## src/apq_pkg.sv

```systemverilog
// ----------------------------------------------------------------------------
// apq_pkg
// shared types and constants of the array priority queue
// ----------------------------------------------------------------------------
package apq_pkg;

	localparam int DEPTH  = 8;
	localparam int IDX_W  = $clog2(DEPTH);
	localparam int CNT_W  = $clog2(DEPTH + 1);
	localparam int DATA_W = 32;
	localparam int OCC_W  = 4;
	localparam int REQ_W  = 2;
	localparam int ST_W   = 2;

	localparam logic [REQ_W-1:0] REQ_ENQUEUE = 2'd0;
	localparam logic [REQ_W-1:0] REQ_DEQUEUE = 2'd1;
	localparam logic [REQ_W-1:0] REQ_PEEK    = 2'd2;

	localparam logic [ST_W-1:0] ST_OK       = 2'd0;
	localparam logic [ST_W-1:0] ST_OVERFLOW = 2'd1;
	localparam logic [ST_W-1:0] ST_EMPTY    = 2'd2;

	typedef struct packed {
		logic signed [DATA_W-1:0] value;
		logic signed [DATA_W-1:0] prio;
	} entry_t;

	typedef struct packed {
		logic             vld;
		logic             first;
		logic [IDX_W-1:0] idx;
	} cmp_ctl_t;

endpackage

```

## src/apq_store.sv

```systemverilog
// ----------------------------------------------------------------------------
// apq_store
// entry memory, one write port and one registered read port
// ----------------------------------------------------------------------------
module apq_store (
	input  logic                  clk,
	input  logic                  we,
	input  logic [apq_pkg::IDX_W-1:0] waddr,
	input  apq_pkg::entry_t       wdata,
	input  logic [apq_pkg::IDX_W-1:0] raddr,
	output apq_pkg::entry_t       rdata
);
	import apq_pkg::*;

	entry_t mem_q [DEPTH];

	always_ff @(posedge clk) begin
		if (we) begin
			mem_q[waddr] <= wdata;
		end
	end

	always_ff @(posedge clk) begin
		rdata <= mem_q[raddr];
	end

endmodule

```

## src/apq_cmp.sv

```systemverilog
// ----------------------------------------------------------------------------
// apq_cmp
// shared priority compare unit, keeps the best entry seen during a scan
// ----------------------------------------------------------------------------
module apq_cmp (
	input  logic                      clk,
	input  apq_pkg::cmp_ctl_t         ctl,
	input  apq_pkg::entry_t           cand,
	output apq_pkg::entry_t           best,
	output logic [apq_pkg::IDX_W-1:0] best_idx
);
	import apq_pkg::*;

	entry_t           best_q;
	logic [IDX_W-1:0] best_idx_q;
	logic             take;

	// strict greater keeps the earliest entry on a tie
	assign take = ctl.vld && (ctl.first || (cand.prio > best_q.prio));

	always_ff @(posedge clk) begin
		if (take) begin
			best_q     <= cand;
			best_idx_q <= ctl.idx;
		end
	end

	assign best     = best_q;
	assign best_idx = best_idx_q;

endmodule

```

## src/array_priority_queue_unit.sv

```systemverilog
// ----------------------------------------------------------------------------
// array_priority_queue_unit
// unsorted array priority queue with a sequenced scan and compaction
// ----------------------------------------------------------------------------
// enqueue and unused codes: EXEC, then DONE posts the result
// peek: the scan reads one entry a cycle through the store port, then SCAN_WAIT and DONE
// dequeue: the peek scan, then PICK and a compaction that moves the entries above the served one down
// one request at a time; a new request is taken while the result waits
// arst_n clears the sequencer and the count; entry contents are not cleared
// ----------------------------------------------------------------------------
module array_priority_queue_unit (
	input  logic        clk,
	input  logic        arst_n,
	input  logic        s_tvalid,
	output logic        s_tready,
	input  logic [63:0] s_tdata,  // in_value, in_priority
	input  logic [1:0]  s_tuser,  // req_type
	output logic        m_tvalid,
	input  logic        m_tready,
	output logic [71:0] m_tdata,  // out_value, out_priority, occupancy, zero pad
	output logic [1:0]  m_tuser   // status
);
	import apq_pkg::*;

	typedef enum logic [6:0] {
		S_IDLE      = 7'b0000001,
		S_EXEC      = 7'b0000010,
		S_SCAN      = 7'b0000100,
		S_SCAN_WAIT = 7'b0001000,
		S_PICK      = 7'b0010000,
		S_SHIFT     = 7'b0100000,
		S_DONE      = 7'b1000000
	} state_t;

	state_t           state_q;
	logic [REQ_W-1:0] req_q;
	entry_t           in_q;
	logic [CNT_W-1:0] count_q;
	logic [CNT_W-1:0] i_q;
	logic [CNT_W-1:0] j_q;
	logic [CNT_W-1:0] j_nxt;
	logic [ST_W-1:0]  res_status_q;
	logic             res_hit_q;

	logic             rd_valid_s1;
	logic [IDX_W-1:0] rd_idx_s1;
	logic             wr_pend_s1;
	logic [IDX_W-1:0] wr_idx_s1;

	logic             mem_we;
	logic [IDX_W-1:0] mem_waddr;
	entry_t           mem_wdata;
	logic [IDX_W-1:0] mem_raddr;
	entry_t           mem_rdata;

	cmp_ctl_t         cmp_ctl;
	entry_t           best;
	logic [IDX_W-1:0] best_idx;

	logic             out_free;
	logic             deq_hit;
	logic [CNT_W-1:0] count_out;

	entry_t           out_entry_q;
	logic [ST_W-1:0]  out_status_q;
	logic [OCC_W-1:0] out_occ_q;
	logic             m_valid_q;

	assign s_tready  = (state_q == S_IDLE);
	assign j_nxt     = j_q + CNT_W'(1);
	assign out_free  = !m_valid_q || m_tready;
	assign deq_hit   = res_hit_q && (req_q == REQ_DEQUEUE);
	assign count_out = deq_hit ? (count_q - CNT_W'(1)) : count_q;

	always_comb begin
		mem_raddr = '0;
		unique case (state_q)
			S_SCAN:  mem_raddr = i_q[IDX_W-1:0];
			S_SHIFT: mem_raddr = j_nxt[IDX_W-1:0];
			default: mem_raddr = '0;
		endcase
	end

	always_comb begin
		mem_we    = 1'b0;
		mem_waddr = '0;
		mem_wdata = mem_rdata;
		if (wr_pend_s1) begin
			mem_we    = 1'b1;
			mem_waddr = wr_idx_s1;
			mem_wdata = mem_rdata;
		end else if (state_q == S_EXEC && req_q == REQ_ENQUEUE
				&& count_q < CNT_W'(DEPTH)) begin
			mem_we    = 1'b1;
			mem_waddr = count_q[IDX_W-1:0];
			mem_wdata = in_q;
		end
	end

	assign cmp_ctl.vld   = rd_valid_s1;
	assign cmp_ctl.first = (rd_idx_s1 == '0);
	assign cmp_ctl.idx   = rd_idx_s1;

	apq_store u_store (
		.clk   (clk),
		.we    (mem_we),
		.waddr (mem_waddr),
		.wdata (mem_wdata),
		.raddr (mem_raddr),
		.rdata (mem_rdata)
	);

	apq_cmp u_cmp (
		.clk      (clk),
		.ctl      (cmp_ctl),
		.cand     (mem_rdata),
		.best     (best),
		.best_idx (best_idx)
	);

	always_ff @(posedge clk) begin
		rd_idx_s1 <= i_q[IDX_W-1:0];
		wr_idx_s1 <= j_q[IDX_W-1:0];
		if (s_tvalid && s_tready) begin
			req_q      <= s_tuser;
			in_q.value <= s_tdata[DATA_W-1:0];
			in_q.prio  <= s_tdata[2*DATA_W-1:DATA_W];
		end
		if (state_q == S_DONE && out_free) begin
			out_entry_q  <= res_hit_q ? best : '0;
			out_status_q <= res_status_q;
			out_occ_q    <= OCC_W'(count_out);
		end
	end

	always_ff @(posedge clk or negedge arst_n) begin
		if (!arst_n) begin
			state_q      <= S_IDLE;
			count_q      <= '0;
			i_q          <= '0;
			j_q          <= '0;
			res_status_q <= ST_OK;
			res_hit_q    <= 1'b0;
			rd_valid_s1  <= 1'b0;
			wr_pend_s1   <= 1'b0;
			m_valid_q    <= 1'b0;
		end else begin
			rd_valid_s1 <= (state_q == S_SCAN);
			wr_pend_s1  <= (state_q == S_SHIFT) && (j_nxt < count_q);
			if (state_q == S_DONE && out_free) begin
				m_valid_q <= 1'b1;
			end else if (m_tready) begin
				m_valid_q <= 1'b0;
			end
			unique case (state_q)
				S_IDLE: begin
					if (s_tvalid) begin
						state_q <= S_EXEC;
					end
				end
				S_EXEC: begin
					unique case (req_q) inside
						REQ_ENQUEUE: begin
							res_hit_q <= 1'b0;
							state_q   <= S_DONE;
							if (count_q == CNT_W'(DEPTH)) begin
								res_status_q <= ST_OVERFLOW;
							end else begin
								res_status_q <= ST_OK;
								count_q      <= count_q + CNT_W'(1);
							end
						end
						REQ_DEQUEUE, REQ_PEEK: begin
							if (count_q == '0) begin
								res_status_q <= ST_EMPTY;
								res_hit_q    <= 1'b0;
								state_q      <= S_DONE;
							end else begin
								res_status_q <= ST_OK;
								res_hit_q    <= 1'b1;
								i_q          <= '0;
								state_q      <= S_SCAN;
							end
						end
						default: begin
							res_status_q <= ST_OK;
							res_hit_q    <= 1'b0;
							state_q      <= S_DONE;
						end
					endcase
				end
				S_SCAN: begin
					i_q <= i_q + CNT_W'(1);
					if (i_q == count_q - CNT_W'(1)) begin
						state_q <= S_SCAN_WAIT;
					end
				end
				S_SCAN_WAIT: begin
					state_q <= (req_q == REQ_DEQUEUE) ? S_PICK : S_DONE;
				end
				S_PICK: begin
					j_q     <= CNT_W'(best_idx);
					state_q <= S_SHIFT;
				end
				S_SHIFT: begin
					if (j_nxt < count_q) begin
						j_q <= j_nxt;
					end else begin
						state_q <= S_DONE;
					end
				end
				S_DONE: begin
					if (out_free) begin
						count_q <= count_out;
						state_q <= S_IDLE;
					end
				end
				default: state_q <= S_IDLE;
			endcase
		end
	end

	assign m_tvalid = m_valid_q;
	assign m_tdata  = {4'b0000, out_occ_q, out_entry_q.prio, out_entry_q.value};
	assign m_tuser  = out_status_q;

	a_count_bound: assert property (@(posedge clk) disable iff (!arst_n)
		count_q <= CNT_W'(DEPTH))
		else $error("entry count above depth");

	a_scan_nonempty: assert property (@(posedge clk) disable iff (!arst_n)
		(state_q == S_SCAN) |-> (count_q != '0))
		else $error("scan on an empty store");

	a_shift_write: assert property (@(posedge clk) disable iff (!arst_n)
		wr_pend_s1 |-> (state_q == S_SHIFT || state_q == S_DONE))
		else $error("compaction write outside dequeue");

	a_result_once: assert property (@(posedge clk) disable iff (!arst_n)
		(state_q == S_DONE && out_free) |=> (m_valid_q && state_q == S_IDLE))
		else $error("result not posted");

endmodule
```

## config.mk

```make
export PLATFORM = sky130hd
export DESIGN_NAME = array_priority_queue_unit
export DESIGN_NICKNAME = d
export VERILOG_FILES = /design/src/apq_pkg.sv /design/src/apq_store.sv /design/src/apq_cmp.sv /design/src/array_priority_queue_unit.sv
export SDC_FILE = /design/constraint.sdc
export NUM_CORES = 1
export LEC_CHECK = 0
export BUFFER_PORTS_ARGS = -buffer_cell sky130_fd_sc_hd__buf_2
export CAP_MARGIN = 20
export CORE_MARGIN = 2
export CORE_UTILIZATION = 25
export CTS_CLUSTER_DIAMETER = 50
export DETAILED_ROUTE_END_ITERATION = 6
export HOLD_SLACK_MARGIN = 0.05
export PLACE_DENSITY = 0.41
export SLEW_MARGIN = 30
export SYNTH_ARGS = -nofsm -noshare
export SYNTH_HDL_FRONTEND = slang
export SYNTH_SLANG_ARGS = --single-unit
```

## constraint.sdc

```tcl
create_clock -name clk -period 9.16 [get_ports clk]
set_clock_uncertainty 0.15 [all_clocks]
set_input_delay 0.458 -clock clk [delete_from_list [all_inputs] [get_ports clk]]
set_output_delay 0.458 -clock clk [all_outputs]
set_load 0.05 [all_outputs]
```

==> summary.md, run 1 <==
| Metric | Value |
|---|---|
| Top layer in use | `met4` |
| Clk_lat worst skew | `0.68 ns` |
| CTS resizes | `0` |
| Detailed placement HPWL | `41.7 mm` |
| Global-route wire length before repair | `109 mm` |
| Outcome | `finished, final reports clean` |
| Final #Nets | `2,257` |
| Worst R2R End | `u_store.mem_q[1][13]$_DFFE_PP_` |
| Layout cells sized above 1 | `0.283` |
| Synth area leaders | `edfxtp_1 (68%), mux2_2 (6.8%), dfxtp_1 (4.4%)` |
| Reg2Reg Depth | `7` |
| Area of the core | `0.126 mm2` |
| Final setup fails | `0` |
| Initial Util | `0.252` |
| DP Worst Slack | `4.56 ns` |
| Post-Synthesis Cell Area | `0.0318 mm2` |
| Max_cap viols | `0` |
| Peak Freq | `216 MHz` |
| Iter 0 DRT Violations | `865` |
| Placed Cells | `3,621` |
| GRT Overall Usage | `0.110` |
| Critical path required time | `9.29 ns` |
| Clk sinks | `810` |
| Vias in the first global route | `17,500` |
| Root buf cell | `clkbuf_16` |
| Buffer count from post-CTS setup fixing | `0` |
| Peak VDD IR | `0.137 mV` |
| Slew Viols, Final | `0` |
| Critical path type | `reg2reg` |
| Fin. Hold Viols | `0` |
| # DRC | `0` |
| Synth unique cells | `58` |
| Die Area | `0.130 mm2` |
| Tmin final | `4.63 ns` |
| Vias per cell | `4.21` |
| Met2 Wirelength | `34.8 mm` |
| FF+latch area | `0.0235 mm2` |
| DIE WIDTH | `361 um` |
| Worst Tran Pin Value | `0.967 ns` |
| Switching pwr | `2.34 mW` |
| Worst EP arrival | `4.76 ns` |
| First-pass iteration count of the detailed router | `5` |
| Via count | `16,400` |
| Detail Route Antenna Nets | `0` |
| Internal power consumption | `7.24 mW` |
| Cells after synthesis | `1,899` |
| Metal3 WL | `2.78 mm` |
| Asr flop ratio synth | `0.0309` |
| Clock transition at the registers of the reported paths | `0.06 ns` |
| Die H | `361 um` |
| Initial antenna violation count | `4` |
| EDFF count, synth | `715` |
| Area leader, netlist | `edfxtp_1` |
| Power share of the clock group | `0.440` |
| Setup crit start kind | `flop` |
| Yosys warns | `0` |
| Post-synth top area share | `0.676` |
| Synth-to-Final Area Change | `22.1%` |
| Most common cell in the netlist | `edfxtp_1` |
| Sw Ratio | `0.245` |
| Setup ws final | `4.53 ns` |
| Post-Route Utilization | `0.308` |
| TritonCTS clock tree | `done` |
| Syn Area/Cell | `16.7 um2` |
| Seq pwr share | `0.467` |
| Wire length on met1 | `32.9 mm` |
| R2r setup slk | `4.53 ns` |
| RSZ-0062 raised after global routing | `no` |
| Io pins | `146` |
| Power Dens Cells | `247 mW/mm2` |
| Port Buffer Count | `141` |
| Combinational Power Share | `0.093` |
| Top FF cell, synth | `edfxtp_1` |
| Overflow after GRT | `0` |
| # fillers | `12,400` |
| GP Congestion | `0.737` |
| Routed WL | `72.1 mm` |
| Post-route clock period utilization | `0.505` |
| CP Max Fanout | `45` |
| Hold Buf Count CTS | `68` |
| Hold crit path type | `in2reg` |
| TritonCTS buffer count | `102` |
| Longest Clk Path Bufs | `3` |
| Pleak | `13.2 nW` |
| CP endpoint | `u_store.mem_q[1][13]$_DFFE_PP_` |
| Largest net degree at the start of global routing | `181` |
| Final non-filler cell total | `3,883` |
| RR Startpoint | `state_q[5]$_DFFE_PN0P_` |
| #FFs+latches synth | `810` |
| Worst Setup End Kind | `flop` |
| Most frequent cells after synthesis | `edfxtp_1 (715), mux2_2 (192), nand2_1 (141)` |
| FP Rows | `130` |
| Setup_tns | `0 ns` |
| Final Power | `9.58 mW` |
| Worst setup path startpoint | `state_q[5]$_DFFE_PN0P_` |
| Sequential share of the synthesized area | `0.739` |
| Max H-tree Level | `3` |
| Multi-input gate area | `0.00774 mm2` |
| Slew HR | `0.355` |
| DR WL/cell | `18.6 um` |
-- per-layer routing --
metal / up-vias / track usage
met1: 8242 / 0.144
li1: 7726 / -
met2: 280 / 0.184
met4: 0 / 0.0379
met5: - / 0
met3: 110 / 0.0198
-- power by group through the flow --
stage                     clock network, mW  logic (mW)  registers (mW)
after detailed placement                  0       0.898            4.55
after CTS                              4.35       0.924            4.48
after floorplan                           0       0.506            4.56
after global routing                   4.49       0.989            4.50
final                                  4.22       0.893            4.47
after global placement                    0       0.878            4.55
-- sequential cells by signal, summed over array words and instances (netlist names), 4 cells and up --
name,cells
out_occ_q,4
in_q,64
u_store.rdata,64
m_tdata,64
state_q,7
i_q,4
u_store.mem_q,512
count_q,4
u_cmp.best,64
j_q,4
-- stage by stage --
step / instance area [um2] / hold slack [ns]
finish: 38800 / 0.116
global placement: 34400 / 0.263
detailed placement: 34400 / 0.262
global route: 38800 / 0.107
CTS: 38700 / 0.0595
floorplan: 31800 / 0.0124
-- cells by family after synthesis --
family / share of synthesized area
other cells: 0.000118
compound gates: 0.0592
fa+ha+maj: 0.0165
simple gates: 0.0493
flops: 0.739
mux: 0.110
xor+xnor: 0.00331
buf+inv: 0.0222
-- critical path: stages, from the launching register on --
cell      delay, ns
dfrtp_1        0.47
nor4_1         0.55
nand3_1        0.40
or4_1          0.67
or3_1          0.50
a221oi_4       0.53
buf_6          0.25
buf_4          0.64
-- cell type report --
cell class              instances  share of cell area
clock inverters                66              0.0239
inverters                      43             0.00423
well taps                    1650              0.0532
diodes                          1           0.0000645
clock buffers                 125              0.0696
multi-input cells             952               0.199
repair buffers                236              0.0437
flip-flops and latches        810               0.606
-- worst min-delay path by stage --
stage                                          from                        to  slack (ns)  depth (start not counted)
final                                      m_tready      m_tvalid$_DFFE_PN0P_        0.12                          3
after global routing                       m_tready      m_tvalid$_DFFE_PN0P_        0.11                          3
after CTS                                  m_tready      m_tvalid$_DFFE_PN0P_        0.06                          3
after detailed placement  u_store.rdata[37]$_DFF_P_  u_cmp.best[37]$_DFFE_PP_        0.26                          0
after global placement    u_store.rdata[38]$_DFF_P_  u_cmp.best[38]$_DFFE_PP_        0.26                          0
after floorplan                              arst_n    count_q[0]$_DFFE_PN0P_        0.01                          0
-- cells in the final DEF (no fill, tap or decap), types with 16 or more instances in the layout --
cell type,netlist,final
and2_1,70,69
inv_1,43,42
bufinv_16,0,18
nand2_2,20,20
buf_2,31,141
dlygate4sd3_1,0,68
nand2_1,141,140
mux2i_1,133,133
dfrtp_1,24,23
nor2_1,16,16
a21oi_1,23,19
dfxtp_1,70,70
ha_1,42,42
edfxtp_1,715,715
o211ai_2,64,64
clkbuf_16,0,103
o21ai_0,72,71
mux2_2,192,192
clkinv_2,0,20
clkbuf_1,40,18
o21ai_1,72,73
Power figures use the tool's default switching activity.
==> run 2, diff against run 1 <==
--- a/config.mk
+++ b/config.mk
@@ -5,6 +5,7 @@
 export SDC_FILE = /design/constraint.sdc
 export NUM_CORES = 1
 export LEC_CHECK = 0
+export ABC_AREA = 1
 export BUFFER_PORTS_ARGS = -buffer_cell sky130_fd_sc_hd__buf_2
 export CAP_MARGIN = 20
 export CORE_MARGIN = 2
==> constraint.sdc (replaced) <==
create_clock -name clk -period 4.4 [get_ports clk]
set_clock_uncertainty 0.15 [all_clocks]
set_input_delay 0.22 -clock clk [delete_from_list [all_inputs] [get_ports clk]]
set_output_delay 0.22 -clock clk [all_outputs]
set_load 0.05 [all_outputs]
==> run 2 against run 1 <==
Via count increased by 19%. Fmax increased by 31%. Die area grew 2.5%. Sequential power increased by 110%. First-iteration DRC count rose by 3.7%. Hold slack got worse by 0.0073 ns. Utilization increased by 0.47 points. Combinational power up 110%. Register-to-register slack worse by 3.7 ns. Non-clock buffer count is 77 higher. Synthesized cell count rose by 42%. Cell area increased by 4.4%. Largest cell class unchanged.
==> summary.md, run 2 <==
| Metric | Value |
|---|---|
| CTS resizes | `0` |
| Io pins | `146` |
| Setup_tns | `0 ns` |
| Cell count along the critical path | `10` |
| Top delay family on crit path | `simple AND/OR/NAND/NOR gates` |
| GRT Overall Usage | `0.126` |
| Crit-path max cell delay | `0.61 ns` |
| Top FF cell, synth | `edfxtp_1` |
| RSZ-0062 raised after global routing | `no` |
| Buffer count from post-CTS setup fixing | `0` |
| Most common cell in the netlist | `nand2_1` |
| Commonest non-fill, non-tap cell in the layout | `nand2_1` |
| Post-Synthesis Cell Area | `0.0326 mm2` |
| Critical path required time | `4.63 ns` |
| Via count | `19,400` |
| Slew Viols, Final | `0` |
| Clk sinks | `810` |
| Longest Clk Path Bufs | `3` |
| Initial Util | `0.252` |
| Slew HR | `0.360` |
| Clk_lat worst skew | `0.71 ns` |
| Max FFs per register | `512` |
| Compound-gate portion of the synthesized area | `0.0678` |
| Synth-to-Final Area Change | `24.4%` |
| Reg2Reg Depth | `10` |
| Post-synth top area share | `0.659` |
| GP Congestion | `0.709` |
| Placed Cells | `4,501` |
| Root buf cell | `clkbuf_16` |
| Syn Area/Cell | `12.1 um2` |
| Worst Tran Pin Value | `0.960 ns` |
| Peak Freq | `283 MHz` |
| Routed WL | `83.7 mm` |
| Post-Synth Simple-Gate Area | `0.118` |
| Most frequent cells after synthesis | `nand2_1 (913), edfxtp_1 (715), inv_1 (409)` |
| Initial antenna violation count | `0` |
| Largest family of logic cells by synthesized area | `simple AND/OR/NAND/NOR gates` |
| Detailed placement HPWL | `46.9 mm` |
| Crit path cell chain | `nor2_2 > nand2_1 > inv_2 > nand4_4 > nor3_1 > nand2_4 > o21ai_0 > inv_1 > nor2_4 > buf_12` |
| Peak VDD IR | `0.291 mV` |
| TritonCTS clock tree | `done` |
| Most frequent cells in the layout | `nand2_1 (912), edfxtp_1 (715), inv_1 (407)` |
| Clock transition at the registers of the reported paths | `0.06 ns` |
| Final non-filler cell total | `4,846` |
| Vias per cell | `4.01` |
| CP endpoint | `u_store.mem_q[7][48]$_DFFE_PP_` |
| Cells after synthesis | `2,693` |
| Asr flop ratio synth | `0.0309` |
| R2r setup slk | `0.87 ns` |
| Detail Route Antenna Nets | `0` |
| Post-route clock period utilization | `0.803` |
| First-pass iteration count of the detailed router | `5` |
| EDFF count, synth | `715` |
| Power Dens Cells | `503 mW/mm2` |
| Final setup fails | `0` |
| Worst setup path startpoint | `state_q[4]$_DFFE_PN0P_` |
| Final #Nets | `3,116` |
| Layout cells sized above 1 | `0.131` |
| Die Area | `0.133 mm2` |
| Max_cap viols | `0` |
| Area leader, netlist | `edfxtp_1` |
| Fin. Hold Viols | `0` |
| Worst Setup End Kind | `flop` |
| RR Startpoint | `state_q[4]$_DFFE_PN0P_` |
| CP Max Fanout | `26` |
| Slowest cell on crit path | `nor3_1` |
| DR WL/cell | `17.3 um` |
| Pleak | `15.8 nW` |
| Tmin final | `3.53 ns` |
| Overflow after GRT | `0` |
| Synth Area in Adders | `0.0161` |
| Outcome | `finished, final reports clean` |
| # DRC | `0` |
| Worst R2R End | `u_store.mem_q[7][48]$_DFFE_PP_` |
| TritonCTS buffer count | `115` |
| Max H-tree Level | `3` |
| Synth unique cells | `47` |
| Vias in the first global route | `19,400` |
| Largest Register | `u_store.mem_q` |
| Global-route wire length before repair | `125 mm` |
| Sequential share of the synthesized area | `0.721` |
| Critical path type | `reg2reg` |
| Setup crit start kind | `flop` |
| FP Rows | `132` |
| Port Buffer Count | `141` |
| Die H | `365 um` |
| Iter 0 DRT Violations | `897` |
| DIE WIDTH | `365 um` |
| CP bufs+invs | `3` |
| # fillers | `13,200` |
| #FFs+latches synth | `810` |
| Area of the core | `0.129 mm2` |
| Hold crit path type | `in2reg` |
| Hold path start | `s_tdata[10]` |
| Synth area leaders | `edfxtp_1 (66%), nand2_1 (11%), o211ai_1 (5.9%)` |
| Synth Area in XOR/XNOR | `0.00269` |
| Worst EP arrival | `3.76 ns` |
| Mux cell area share after synthesis | `0.000922` |
| Yosys warns | `0` |
| Largest net degree at the start of global routing | `129` |
-- run 2: area by class of cell --
| cell class | count | area, um2 | area share |
|---|---|---|---|
| well taps | 1742 | 2180 | 0.0538 |
| multi-input cells | 1350 | 6810 | 0.168 |
| clock buffers | 143 | 3050 | 0.0754 |
| diodes | 1 | 2.50 | 0.0000618 |
| flip-flops and latches | 810 | 23500 | 0.580 |
| repair buffers | 313 | 2560 | 0.0633 |
| inverters | 414 | 1560 | 0.0386 |
| clock inverters | 73 | 832 | 0.0205 |
-- run 2: cells by family after synthesis --
logic type,Yosys count
flip-flops,810
buffers and inverters,536
AO/OA/AOI/OAI,306
adder cells (fa/ha/maj),42
AND/OR/NAND/NOR,985
other,1
XOR/XNOR,10
multiplexers,3
-- run 2: through the flow --
stage | power, mW | cell area (um2) | hold WS, ns | setup WS [ns] | util
floorplan | 10.5 | 32600 | -0.226 | -0.533 | -
global placement | 11.3 | 35300 | 0.132 | 0.958 | 0.273
detailed placement | 11.3 | 35300 | 0.139 | 0.865 | 0.273
CTS | 20.8 | 40500 | 0.0508 | 0.828 | 0.313
global route | 21.3 | 40500 | 0.0878 | 0.621 | 0.313
finish | 20.4 | 40500 | 0.108 | 0.866 | 0.313
-- run 2: worst reg2reg max path, cell delays in order (launching register included) --
cell and delay, ns:
dfrtp_1 0.44, nor2_2 0.15, nand2_1 0.10, inv_2 0.11
nand4_4 0.13, nor3_1 0.61, nand2_4 0.12, o21ai_0 0.31
inv_1 0.26, nor2_4 0.50, buf_12 0.31
-- run 2: power breakdown --
part	leakage, nW	switching, mW	total, mW	internal, mW
Clock	1.87	3.59	9.23	5.63
Sequential	7.37	0.329	9.32	9.00
Combinational	6.57	1.32	1.84	0.521
Total	15.8	5.24	20.4	15.2
-- run 2: worst min path at each step --
| stage | endpoint | slack [ns] | cells after the start |
|---|---|---|---|
| finish | in_q[42]$_DFFE_PP_ | 0.11 | 2 |
| global route | in_q[19]$_DFFE_PP_ | 0.09 | 2 |
| CTS | in_q[42]$_DFFE_PP_ | 0.05 | 2 |
| detailed placement | m_tvalid$_DFFE_PN0P_ | 0.14 | 1 |
| global placement | m_tvalid$_DFFE_PN0P_ | 0.13 | 1 |
| floorplan | count_q[0]$_DFFE_PN0P_ | -0.23 | 0 |
-- run 2: what timing repair did --
action                                  CTS  global route
hold endpoints to repair                101             0
endpoints found under the setup margin    0             0
hold buffers                            128             0
-- run 2: layer usage --
layer,vias to the layer above,global-route usage,share of wire
li1,9732,-,-
met1,9227,0.176,0.48
met2,351,0.199,0.45
met3,127,0.0225,0.044
met4,0,0.0426,0.023
met5,-,0,0
==> run 3, diff against run 2 <==
--- a/config.mk
+++ b/config.mk
@@ -5,7 +5,7 @@
 export SDC_FILE = /design/constraint.sdc
 export NUM_CORES = 1
 export LEC_CHECK = 0
-export ABC_AREA = 1
+export ABC_AREA = 0
 export BUFFER_PORTS_ARGS = -buffer_cell sky130_fd_sc_hd__buf_2
 export CAP_MARGIN = 20
 export CORE_MARGIN = 2
@@ -13,7 +13,7 @@
 export CTS_CLUSTER_DIAMETER = 50
 export DETAILED_ROUTE_END_ITERATION = 6
 export HOLD_SLACK_MARGIN = 0.05
-export PLACE_DENSITY = 0.41
+export PLACE_DENSITY = 0.43
 export SLEW_MARGIN = 30
 export SYNTH_ARGS = -nofsm -noshare
 export SYNTH_HDL_FRONTEND = slang
==> constraint.sdc (replaced) <==
create_clock -name clk -period 3.1 [get_ports clk]
set_clock_uncertainty 0.15 [all_clocks]
set_input_delay 0.155 -clock clk [delete_from_list [all_inputs] [get_ports clk]]
set_output_delay 0.155 -clock clk [all_outputs]
set_load 0.05 [all_outputs]
==> run 3 against run 2 <==
First-iteration DRC count up 9.9%. Non-clock buffer count up 62. Flip-flop and latch count unchanged. Die area down 2.4%. Final cell count down 17%. Total power up 38%. Critical path depth down 3. Clock-buffer cell count down 8. Critical endpoint is now u_store.mem_q[1][25]$_DFFE_PP_. Largest cell class unchanged. Largest power group unchanged.
==> summary.md, run 3 (same netlist as run 1, synthesis figures left out) <==
| Metric | Value |
|---|---|
| TritonCTS clock tree | `done` |
| Worst Setup End Kind | `flop` |
| Outcome | `finished, final reports clean` |
| FF+latch area | `0.0235 mm2` |
| Seq pwr share | `0.470` |
| Pleak | `13.9 nW` |
| Critical path required time | `3.31 ns` |
| Worst EP arrival | `3.24 ns` |
| Combinational Power Share | `0.107` |
| Largest net degree at the start of global routing | `129` |
| Most frequent cells in the layout | `edfxtp_1 (715), mux2_2 (192), buf_2 (141)` |
| Via count | `17,000` |
| Clock transition at the registers of the reported paths | `0.06 ns` |
| Power share of the clock group | `0.423` |
| Overflow after GRT | `0` |
| Area of the core | `0.126 mm2` |
| Tmin final | `3.03 ns` |
| Final #Nets | `2,400` |
| Port Buffer Count | `141` |
| DR WL/cell | `19.4 um` |
| Initial antenna violation count | `3` |
| DIE WIDTH | `361 um` |
| Sw Ratio | `0.253` |
| Detailed placement HPWL | `44.8 mm` |
| Layout cells sized above 1 | `0.304` |
| Slew HR | `0.389` |
| Die Area | `0.130 mm2` |
| Peak VDD IR | `0.389 mV` |
| Max_cap viols | `0` |
| Detail Route Antenna Nets | `0` |
| Final setup fails | `0` |
| FP Rows | `130` |
| GRT Overall Usage | `0.117` |
| Io pins | `146` |
| Critical path type | `reg2reg` |
| Multi-input gate area | `0.00785 mm2` |
| Worst Tran Pin Value | `0.917 ns` |
| Antenna cell count | `0` |
| Vias per cell | `4.23` |
| Power Dens Cells | `696 mW/mm2` |
| Worst hold slack | `0.0900 ns` |
| # fillers | `12,300` |
| # DRC | `0` |
| Die H | `361 um` |
| Clk sinks | `810` |
| TritonCTS buffer count | `106` |
| Max H-tree Level | `3` |
| Largest Register | `u_store.mem_q` |
| Fin. Hold Viols | `0` |
| DP Worst Slack | `-0.337 ns` |
| Routed WL | `78.3 mm` |
| Post-route clock period utilization | `0.976` |
| Clk_lat worst skew | `0.68 ns` |
| Initial Util | `0.252` |
| Final Power | `28.2 mW` |
| CP Max Fanout | `19` |
| Longest Clk Path Bufs | `3` |
| Commonest non-fill, non-tap cell in the layout | `edfxtp_1` |
| Hold crit path type | `in2reg` |
| RSZ-0062 raised after global routing | `yes` |
| Max FFs per register | `512` |
| Setup ws final | `0.0734 ns` |
| Switching pwr | `7.13 mW` |
| Slew Viols, Final | `0` |
| Root buf cell | `clkbuf_16` |
| Iter 0 DRT Violations | `986` |
| Global-route wire length before repair | `115 mm` |
| Internal power consumption | `21.1 mW` |
| First-pass iteration count of the detailed router | `5` |
| Vias in the first global route | `17,800` |
| Synth-to-Final Area Change | `27.4%` |
| Peak Freq | `330 MHz` |
| Setup crit start kind | `flop` |
| GP Congestion | `0.725` |
run 3: cell count changes in the layout (fill, tap and decap cells not counted), sizes merged, moves of 52 or more:
cell    delta
mux2i    +130
buf       +52
inv      -374
o211ai   -190
o21ai    +120
mux2     +192
nand2    -756
and2      +70
run 3: area by class of cell:
class	count	share of cell area
flip-flops and latches	810	0.580
multi-input cells	952	0.194
repair buffers	375	0.0846
clock buffers	135	0.0712
well taps	1650	0.0510
clock inverters	65	0.0151
inverters	43	0.00405
run 3: power groups by stage:
| stage | clock network [mW] | registers (mW) | logic [mW] |
|---|---|---|---|
| 2_1_floorplan | 0 | 13.4 | 1.57 |
| 3_3_place_gp | 0 | 13.5 | 2.77 |
| 3_5_place_dp | 0 | 13.5 | 2.82 |
| 4_1_cts | 12.3 | 13.3 | 2.98 |
| 5_1_grt | 12.8 | 13.3 | 3.32 |
| 6_report | 11.9 | 13.2 | 3.02 |
run 3: path summary, 6_finish.rpt:
path / start / end / slack, ns / depth (start not counted)
worst max register to register: state_q[4]$_DFFE_PN0P_ / u_store.mem_q[1][25]$_DFFE_PP_ / 0.07 / 7
max in group asynchronous: arst_n / state_q[5]$_DFFE_PN0P_ / 2.19 / 4
worst min-delay path: s_tdata[2] / in_q[34]$_DFFE_PP_ / 0.09 / 2
worst min register to register: u_store.rdata[47]$_DFF_P_ / u_cmp.best[47]$_DFFE_PP_ / 0.28 / 0
worst max-delay path: state_q[4]$_DFFE_PN0P_ / u_store.mem_q[1][25]$_DFFE_PP_ / 0.07 / 7
min in group asynchronous: arst_n / state_q[0]$_DFFE_PN1P_ / 0.43 / 3
run 3: metal layers:
layer / global-route usage / share of wire / vias up
met5: 0 / 0 / -
met4: 0.0362 / 0.021 / 0
met3: 0.0207 / 0.041 / 115
met2: 0.189 / 0.47 / 351
met1: 0.158 / 0.47 / 8561
li1: - / - / 8016
run 3: through the flow:
step	setup TNS [ns]	area, um2	instances	util
3_5_place_dp	-16.72	35300	3680	0.280
4_1_cts	0	40200	4016	0.319
2_1_floorplan	-419.12	32000	1902	-
3_3_place_gp	-18.06	35300	3680	0.280
5_1_grt	-1.76	40500	4030	0.322
6_report	0	40500	4030	0.322
run 3: worst max-delay path, cell delays in order, from the launching register on:
cell and delay (ns):
dfrtp_1 0.43, nor4_4 0.36, nand3_2 0.12, or4_4 0.48
or3_4 0.43, a221oi_4 0.27, buf_4 0.19, buf_8 0.25
run 3: timing repair:
action	in CTS	in global routing
setup buffers	3	7
hold buffers	132	0
pin swaps	3	8
endpoints found under the hold margin	163	0
resized for setup	5	27
endpoints found under the setup margin	101	154
gates cloned	1	7
